===== src/rtl/smg_div.sv =====
// ----------------------------------------------------------------------------
// smg_div
// Restoring divider, one quotient bit per cycle: (num << 32) / den.
// ----------------------------------------------------------------------------
module smg_div #(
    parameter int NUM_W = 9
) (
    input  logic             clk,
    input  logic             rst_n,
    input  logic             start,
    input  logic [NUM_W-1:0] num,
    input  logic [NUM_W-1:0] den,
    output logic             done,
    output logic [32:0]      quot
);
    localparam int DIV_BITS = NUM_W + 32;
    localparam int CNT_W    = $clog2(DIV_BITS + 1);

    logic [DIV_BITS-1:0] dvd_reg;
    logic [NUM_W-1:0]    rem_reg;
    logic [NUM_W-1:0]    den_reg;
    logic [32:0]         quo_reg;
    logic [CNT_W-1:0]    cnt_reg;
    logic                busy_reg;
    logic                done_reg;
    logic [NUM_W:0]      trial;
    logic                ge;
    logic [NUM_W:0]      diff;

    assign trial = {rem_reg, dvd_reg[DIV_BITS-1]};
    assign ge    = trial >= {1'b0, den_reg};
    assign diff  = trial - {1'b0, den_reg};
    assign done  = done_reg;
    assign quot  = quo_reg;

    always_ff @(posedge clk or negedge rst_n) begin
        if (!rst_n) begin
            busy_reg <= 1'b0;
            done_reg <= 1'b0;
            cnt_reg  <= '0;
        end
        else begin
            done_reg <= 1'b0;
            if (start) begin
                busy_reg <= 1'b1;
                cnt_reg  <= CNT_W'(DIV_BITS);
            end
            else if (busy_reg) begin
                cnt_reg <= cnt_reg - 1'b1;
                if (cnt_reg == CNT_W'(1)) begin
                    busy_reg <= 1'b0;
                    done_reg <= 1'b1;
                end
            end
        end
    end

    always_ff @(posedge clk) begin
        if (start) begin
            dvd_reg <= {num, 32'd0};
            rem_reg <= '0;
            den_reg <= den;
            quo_reg <= '0;
        end
        else if (busy_reg) begin
            dvd_reg <= {dvd_reg[DIV_BITS-2:0], 1'b0};
            rem_reg <= ge ? diff[NUM_W-1:0] : trial[NUM_W-1:0];
            quo_reg <= {quo_reg[31:0], ge};
        end
    end

endmodule


===== config.mk =====
export PLATFORM = sky130hd
export DESIGN_NAME = smg_div
export DESIGN_NICKNAME = d
export VERILOG_FILES = /design/src/rtl/smg_div.sv
export SDC_FILE = /design/constraint.sdc
export NUM_CORES = 1
export LEC_CHECK = 0
export BUFFER_PORTS_ARGS = -buffer_cell sky130_fd_sc_hd__buf_2
export CAP_MARGIN = 0
export CORE_ASPECT_RATIO = 1.2
export CORE_MARGIN = 2
export CORE_UTILIZATION = 30
export DETAILED_ROUTE_END_ITERATION = 10
export HOLD_SLACK_MARGIN = 0.15
export PLACE_DENSITY_LB_ADDON = 0.15
export SYNTH_ARGS = -nofsm -noshare
export SYNTH_HDL_FRONTEND = slang
export SYNTH_SLANG_ARGS = --single-unit

===== constraint.sdc =====
create_clock -name clk -period 2.3 [get_ports clk]
set_input_delay 0.115 -clock clk [delete_from_list [all_inputs] [get_ports clk]]
set_output_delay 0.115 -clock clk [all_outputs]
set_load 0.02 [all_outputs]

==> results.json, run 1 <==
{
  "chipHeight_um": 114.2,
  "worstSetupEndpointType": "flip-flop",
  "worstPathCellList": "inv_1, ha_1, inv_1, fa_2, a21oi_2, a211oi_1, nor3_4, buf_4, nor3_1, a311o_1",
  "tritoncts": "yes",
  "numClockSinks": 68,
  "yosysTopAreaCell": "dfxtp_1",
  "syn_area_um2": 3038,
  "port_buffers": 54,
  "synth_top_area_frac": 0.2768,
  "power.total_mw": 3.851,
  "worstPathArrival_ns": 2.38,
  "die_area_um2": 10950,
  "seq_area_frac_synth": 0.5206,
  "crit_start": "dvd_reg[40]$_DFFE_PP_",
  "synth_ff_type": "dfxtp_1",
  "first_iter_violations": 93,
  "drive_above_1_share": 0.2617,
  "cpPeakStageDelay_ns": 0.40,
  "async_flop_share": 0.1176,
  "start_kind": "flip-flop",
  "diodes": 0,
  "fin_util": 0.3970,
  "syn_nets": 312,
  "r2r_end": "rem_reg[0]$_SDFFE_PP0P_",
  "synth.area.top_cells": "dfxtp_1 28%, edfxtp_1 18%, mux2i_1 13%",
  "final_nets": 391,
  "drtPass1Iterations": 4,
  "drv_slew": 0,
  "r2r-start": "dvd_reg[40]$_DFFE_PP_",
  "cts_made_buffers": 9,
  "power_density_nw_per_um2": 974.0,
  "worst_ir_drop_vdd_v": 0.0003335,
  "critical_path_required_ns": 2.51,
  "dp_hpwl_mm": 4.256,
  "synth_compound_area_frac": 0.07290,
  "via_per_inst": 4.677,
  "synth_edf_count": 18,
  "drc": 0,
  "antenna_found_initial": 0,
  "wl_per_cell_um": 12.86,
  "r2r_cells": 10,
  "h-tree-depth": 3,
  "yosys.area_share.simple": 0.1343,
  "cp-endpoint": "rem_reg[0]$_SDFFE_PP0P_",
  "routed_wirelength_mm": 6.290,
  "synthAdderAreaFrac": 0.05189,
  "avgSynthCellArea_um2": 10.89,
  "fmax_mhz": 459.5,
  "netlist_instances": 279,
  "cts_setup_buffers": 0,
  "largest_reg_flops": 33,
  "post-route-period-util": 0.9462,
  "grt_overflow": 0,
  "track_usage": 0.1292,
  "synth_top_family_by_area": "multiplexers",
  "coreArea_um2": 9960,
  "setup_viol": 0,
  "cpMostUsedCell": "inv_1",
  "start_util": 0.3050,
  "hold_path.class": "in -> async",
  "synth_mux_area_frac": 0.1549,
  "finalHoldViolations": 0,
  "slew-limit-headroom": 0.6889,
  "num_rows": 40,
  "power_leakage_nw": 1.961,
  "insertion_delay_ns": 0.33,
  "path_clk_slew_ns": 0.06,
  "nFillCells": 998,
  "cap_viol_max_count": 0,
  "setup_tns_ns": 0,
  "yosysUniqueCellTypes": 43,
  "root_buffer": "clkbuf_16",
  "crit_slowest_cell": "edfxtp_1",
  "skew_ns": 0.006344,
  "grt_pass1_wl_mm": 11.04,
  "io_pins": 55,
  "rsz0062_at_grt": "no",
  "ys_ff_latch": 68,
  "final_cell_mix": "54 x buf_2, 46 x nor2_1, 42 x dfxtp_1",
  "antenna_left": 0,
  "fp.dieW_um": 95.86,
  "ys.warnings.count": 0,
  "vias": 2287,
  "place.gp.congestion": 0.7919,
  "final.min_clock_period_ns": 2.176,
  "worst-setup-path-type": "reg -> reg",
  "grt_pass1_vias": 2359,
  "mostFrequentLayoutCell": "buf_2",
  "tightest_slew_ns": 0.4601,
  "max-clock-path-buffers": 2,
  "crit_fanout": 7,
  "status": "finished clean",
  "syn2layout_area_growth_pct": 30.15,
  "grt_max_degree": 32,
  "r2r_slack_ns": 0.12,
  "synth_xor_xnor_area_share": 0.02595
}
==> per-stage QoR <==
stage          std cells  cell area (um2)  setup slack (ns)  hold WS, ns
2_1_floorplan        279             3038            0.1149      -0.1806
3_3_place_gp         454             3475            0.1094     -0.02987
3_5_place_dp         454             3475           0.07852     -0.02682
4_1_cts              489             3944           0.05805       0.1723
5_1_grt              489             3954           0.02342       0.1950
6_report             489             3954            0.1236       0.1666
==> power by group <==
part / switching, mW / total, mW / leakage (nW) / internal, mW
clock: 0.518 / 1.27 / 0.138 / 0.756
sequential: 0.102 / 1.47 / 0.617 / 1.36
combinational: 0.558 / 1.11 / 1.21 / 0.555
total: 1.18 / 3.85 / 1.96 / 2.67
==> routing by layer <==
| metal | vias to the layer above | track usage | share of wire |
|---|---|---|---|
| li1 | 1146 | - | - |
| met1 | 1082 | 0.1565 | 0.45 |
| met2 | 45 | 0.2037 | 0.48 |
| met3 | 14 | 0.03621 | 0.047 |
| met4 | 0 | 0.07429 | 0.025 |
| met5 | - | 0 | 0 |
==> worst min path at each step <==
stage / endpoint / slack [ns] / start / cells after the start
after floorplan: busy_reg$_DFF_PN0_ / -0.18 / rst_n / 0
after global placement: cnt_reg[5]$_DFFE_PN0P_ / -0.03 / rst_n / 1
after detailed placement: cnt_reg[5]$_DFFE_PN0P_ / -0.03 / rst_n / 1
after CTS: cnt_reg[5]$_DFFE_PN0P_ / 0.17 / rst_n / 2
after global routing: cnt_reg[5]$_DFFE_PN0P_ / 0.20 / rst_n / 2
final: cnt_reg[5]$_DFFE_PN0P_ / 0.17 / rst_n / 2
==> final cells by class <==
class,count,area [um2],share of cell area
Sequential cell,68,1583,0.4003
Inverter,16,60.06,0.01519
Clock buffer,10,239.0,0.06044
Clock inverter,6,40.04,0.01013
Tap cell,126,157.7,0.03987
Multi-Input combinational cell,181,1343,0.3396
Timing Repair Buffer,82,531.8,0.1345
==> worst max-delay path: cells and delay by family (launching register included) <==
family                   cells  cell delay (ns)
AO/OA/AOI/OAI                3             0.59
adder cells (fa/ha/maj)      2             0.51
buffers and inverters        3             0.31
flip-flops                   1             0.40
AND/OR/NAND/NOR              2             0.25
==> synth_stat cells (all sizes together) (2+ instances only) <==
cell,n
a311oi,2
nor2,46
xnor2,6
a211o,2
and2,2
edfxtp,18
buf,6
a31oi,2
nand2,6
dfxtp,42
xor2,3
o21ai,2
mux2,8
inv,16
or3b,2
o311ai,2
clkbuf,8
mux2i,38
nand2b,6
nor3,7
ha,11
o21bai,2
dfrtp,8
a211oi,7
a21oi,7
nand4b,3
nand3,4
==> cell families (layout without fill, tap and decap cells) <==
family / after synthesis / in the layout
AOI/OAI and AO/OA: 31 / 31
DFF: 68 / 68
buffers and inverters: 30 / 114
muxes: 46 / 46
xor gates and xnor gates: 9 / 9
adders and majority gates: 12 / 12
and+or+nand+nor: 83 / 83
==> what timing repair did <==
action	in CTS	in global routing
endpoints found under the hold margin	26	0
gates resized for setup	0	3
endpoints found under the setup margin	0	8
hold buffers	19	0
(Power assumes the default switching activity.)
==> run 2: changes to the inputs <==
- CELL_PAD_IN_SITES_DETAIL_PLACEMENT: not set -> 0
- CELL_PAD_IN_SITES_GLOBAL_PLACEMENT: not set -> 2
==> results.json, run 2 (synthesis gave the netlist of run 1 again) <==
{
  "grt_overflow": 0,
  "drtPass1Iterations": 4,
  "insertion_delay_ns": 0.33,
  "fin_hold_ws_ns": 0.1540,
  "grt_pass1_vias": 2208,
  "setup_tns_ns": 0,
  "skew_ns": 0.007990,
  "chipHeight_um": 114.2,
  "diodes": 0,
  "worstSetupEndpointType": "flip-flop",
  "drc": 0,
  "setup_viol": 0,
  "die_area_um2": 10950,
  "r2r_cells": 10,
  "antenna_found_initial": 0,
  "largest_reg_flops": 33,
  "start_kind": "flip-flop",
  "mostFrequentLayoutCell": "buf_2",
  "max-clock-path-buffers": 2,
  "tightest_slew_ns": 0.5018,
  "cap_viol_max_count": 0,
  "post-route-period-util": 0.9231,
  "worst_ir_drop_vdd_v": 0.0004044,
  "multi_input_area_um2": 1359,
  "finalHoldViolations": 0,
  "track_usage": 0.1241,
  "nFillCells": 1008,
  "hold_path.class": "in -> async",
  "drv_slew": 0,
  "via_per_inst": 4.559,
  "root_buffer": "clkbuf_16",
  "cp_num_buf_inv": 3,
  "final_cell_mix": "54 x buf_2, 46 x nor2_1, 42 x dfxtp_1",
  "critical_path_required_ns": 2.52,
  "slew-limit-headroom": 0.6608,
  "power.total_mw": 3.859,
  "cpPeakStageDelay_ns": 0.39,
  "port_buffers": 54,
  "syn2layout_area_growth_pct": 30.56,
  "final_nets": 390,
  "dp_hpwl_mm": 4.268,
  "tritoncts": "yes",
  "coreArea_um2": 9960,
  "cpMostUsedCell": "inv_1",
  "worstPathArrival_ns": 2.34,
  "final.min_clock_period_ns": 2.123,
  "antenna_left": 0,
  "h-tree-depth": 3,
  "r2r-start": "dvd_reg[40]$_DFFE_PP_",
  "fp.dieW_um": 95.86,
  "cp.depth": 10,
  "num_rows": 40,
  "grt_max_degree": 45,
  "start_util": 0.3050,
  "rsz0062_at_grt": "no",
  "crit_fanout": 8,
  "final-seq-area_um2": 1583,
  "io_pins": 55,
  "crit_start": "dvd_reg[40]$_DFFE_PP_",
  "path_clk_slew_ns": 0.06,
  "worst-setup-path-type": "reg -> reg",
  "routed_wirelength_mm": 6.373,
  "place.gp.congestion": 0.7370,
  "worstPathCellList": "inv_1, ha_1, inv_1, fa_2, a21oi_4, a211oi_2, nor3_4, buf_6, nor3_1, a311o_1",
  "critPathTopFamily": "compound AO/OA/AOI/OAI gates",
  "numClockSinks": 68,
  "wl_per_cell_um": 13.06,
  "fmax_mhz": 471.0,
  "vias": 2225,
  "status": "finished clean",
  "drive_above_1_share": 0.2624,
  "grt_pass1_wl_mm": 10.48,
  "first_iter_violations": 79,
  "power_density_nw_per_um2": 972.8,
  "cts_made_buffers": 9,
  "power_leakage_nw": 1.949,
  "crit_slowest_cell": "edfxtp_1"
}
run 2: stage by stage:
step,utilization,instance area [um2],instances,setup WS [ns]
finish,0.3982,3966,488,0.1769
global route,0.3982,3966,488,0.01251
CTS,0.3952,3936,488,0.06405
detailed placement,0.3474,3460,452,0.07444
global placement,0.3474,3460,452,0.1026
floorplan,-,3038,279,0.1149
run 2: area by class of cell:
type | count | area share
Sequential cell | 68 | 0.3991
Clock buffer | 9 | 0.05678
Clock inverter | 7 | 0.01293
Tap cell | 126 | 0.03975
Inverter | 16 | 0.01514
Timing Repair Buffer | 81 | 0.1338
Multi-Input combinational cell | 181 | 0.3426
run 2: power breakdown:
group,internal [mW],switching (mW)
logic,0.561,0.575
clock network,0.732,0.527
registers,1.36,0.101
run 2: worst paths after layout:
kind                                                end  slack (ns)
min in group clk                   den_reg[4]$_DFFE_PP_        0.50
worst max-delay path            rem_reg[0]$_SDFFE_PP0P_        0.18
worst min-delay path             cnt_reg[2]$_DFFE_PN0P_        0.15
max in group asynchronous            busy_reg$_DFF_PN0_        1.96
worst min register to register    quot[32]$_SDFFE_PP0P_        0.50
worst max register to register  rem_reg[0]$_SDFFE_PP0P_        0.18
run 2: repair_timing:
item / 4_1_cts / 5_1_grt
buffers inserted: 0 / 0
hold buffers: 20 / 0
endpoints found under the hold margin: 28 / 0
setup endpoints to repair: 0 / 8
gates resized for setup: 0 / 7
run 2: metal layers:
metal	track usage	vias up	share of wire
met5	0	-	0
met4	0.04857	0	0.013
met3	0.04213	5	0.056
met2	0.2023	38	0.48
met1	0.1498	1047	0.45
li1	-	1135	-
==> run 3: changes to the inputs <==
- CORE_UTILIZATION: 30 -> 32
==> results.json, run 3 (synthesis gave the netlist of run 1 again) <==
{
  "antenna_left": 0,
  "start_util": 0.3328,
  "slew-limit-headroom": 0.6653,
  "num_rows": 38,
  "crit_fanout": 8,
  "diodes": 0,
  "critical_path_required_ns": 2.54,
  "tritoncts": "yes",
  "drive_above_1_share": 0.2562,
  "power_leakage_nw": 1.939,
  "vias": 2239,
  "drv_slew": 0,
  "routed_wirelength_mm": 6.439,
  "dp_hpwl_mm": 4.196,
  "h-tree-depth": 3,
  "coreArea_um2": 9129,
  "setup_viol": 0,
  "r2r_slack_ns": 0.17,
  "final_nets": 391,
  "antenna_found_initial": 0,
  "rsz0062_at_grt": "no",
  "via_per_inst": 4.636,
  "setup_ws_ns": 0.1650,
  "path_clk_slew_ns": 0.08,
  "r2r-start": "dvd_reg[40]$_DFFE_PP_",
  "grt_max_degree": 46,
  "largest_reg_flops": 33,
  "syn2layout_area_growth_pct": 28.91,
  "cts_made_buffers": 9,
  "numClockSinks": 68,
  "use_met1": 0.1650,
  "fp.dieW_um": 92.95,
  "finalHoldViolations": 0,
  "use_met3": 0.04623,
  "cap_viol_max_count": 0,
  "final_cell_mix": "54 x buf_2, 46 x nor2_1, 42 x dfxtp_1",
  "worst-setup-path-type": "reg -> reg",
  "fmax_mhz": 468.4,
  "worst_ir_drop_vdd_v": 0.0003665,
  "grt_use_met2": 0.2135,
  "chipHeight_um": 110.7,
  "drc": 0,
  "start_kind": "flip-flop",
  "first_iter_violations": 100,
  "power_density_nw_per_um2": 962.3,
  "setup_tns_ns": 0,
  "post-route-period-util": 0.9282,
  "port_buffers": 54,
  "grt_pass1_vias": 2312,
  "root_buffer": "clkbuf_8",
  "drtPass1Iterations": 4,
  "worstHoldStart": "den[6]",
  "worstPathArrival_ns": 2.37,
  "mostFrequentLayoutCell": "buf_2",
  "max-clock-path-buffers": 2,
  "grt_overflow": 0,
  "insertion_delay_ns": 0.35,
  "worstSetupEndpointType": "flip-flop",
  "place.gp.congestion": 0.7011,
  "grt_pass1_wl_mm": 10.97,
  "detailedPlace.worstSlack_ns": 0.04542,
  "grt-busiest-layer": "met2",
  "hold_path.class": "in -> reg",
  "fin_util": 0.4290,
  "io_pins": 55,
  "die_area_um2": 10290,
  "nFillCells": 894,
  "final.min_clock_period_ns": 2.135,
  "status": "finished clean",
  "tightest_slew_ns": 0.4951,
  "skew_ns": 0.009590,
  "track_usage": 0.1343,
  "crit_start": "dvd_reg[40]$_DFFE_PP_",
  "wl_per_cell_um": 13.33
}
## run 3: changes by cell type in the layout (fill, tap and decap cells not counted), moves of 2 or more
| cell | previous run | this run |
|---|---|---|
| clkbuf_8 | 0 | 9 |
| clkbuf_16 | 9 | 0 |
| bufinv_16 | 0 | 3 |
| clkinv_4 | 2 | 0 |
## run 3: final timing paths
kind	to	cells past startpoint
min in group asynchronous	cnt_reg[2]$_DFFE_PN0P_	3
worst min-delay path	den_reg[6]$_DFFE_PP_	2
worst min register to register	quot[32]$_SDFFE_PP0P_	2
worst max-delay path	rem_reg[0]$_SDFFE_PP0P_	10
max in group asynchronous	busy_reg$_DFF_PN0_	3
worst max register to register	rem_reg[0]$_SDFFE_PP0P_	10
## run 3: critical path: stages, from the launching register on
cell,delay (ns)
edfxtp_1,0.40
inv_1,0.07
ha_1,0.15
inv_1,0.05
fa_2,0.35
a21oi_2,0.17
a211oi_2,0.11
nor3_4,0.19
buf_4,0.18
nor3_1,0.05
a311o_1,0.31
## run 3: per-layer routing
metal	wire length, um	up-vias	part of all wire
met4	113	0	0.018
met2	3004	43	0.47
met1	2998	1051	0.47
li1	-	1135	-
met3	323	10	0.050
met5	0	-	0
## run 3: final cells by class
cell class              count  area, um2  area share
clock buffers              10      127.6     0.03259
clock inverters             6      111.4     0.02843
inverters                  16      60.06     0.01534
multi-input cells         181       1348      0.3441
flip-flops and latches     68       1583      0.4042
well taps                 120      150.1     0.03834
repair buffers             82      536.8      0.1371
## run 3: report_power, final
part	total [mW]	leakage, nW	switching, mW	internal, mW
sequential	1.46	0.617	0.0998	1.36
combinational	1.10	1.21	0.559	0.540
clock	1.21	0.117	0.486	0.723
## run 3: per-stage QoR
step,hold WS (ns),instance area (um2),power (mW),cells
after floorplan,-0.1806,3038,2.284,279
after global placement,-0.02352,3452,2.549,446
after detailed placement,-0.02268,3452,2.540,446
after CTS,0.4607,3901,3.791,483
after global routing,0.4716,3916,3.995,483
final,0.4790,3916,3.768,483
## run 3: what timing repair did
action	4_1_cts	5_1_grt
buffers inserted	0	0
hold buffers	21	0
endpoints found under the hold margin	30	0
gates resized for setup	0	4
setup endpoints to repair	0	7
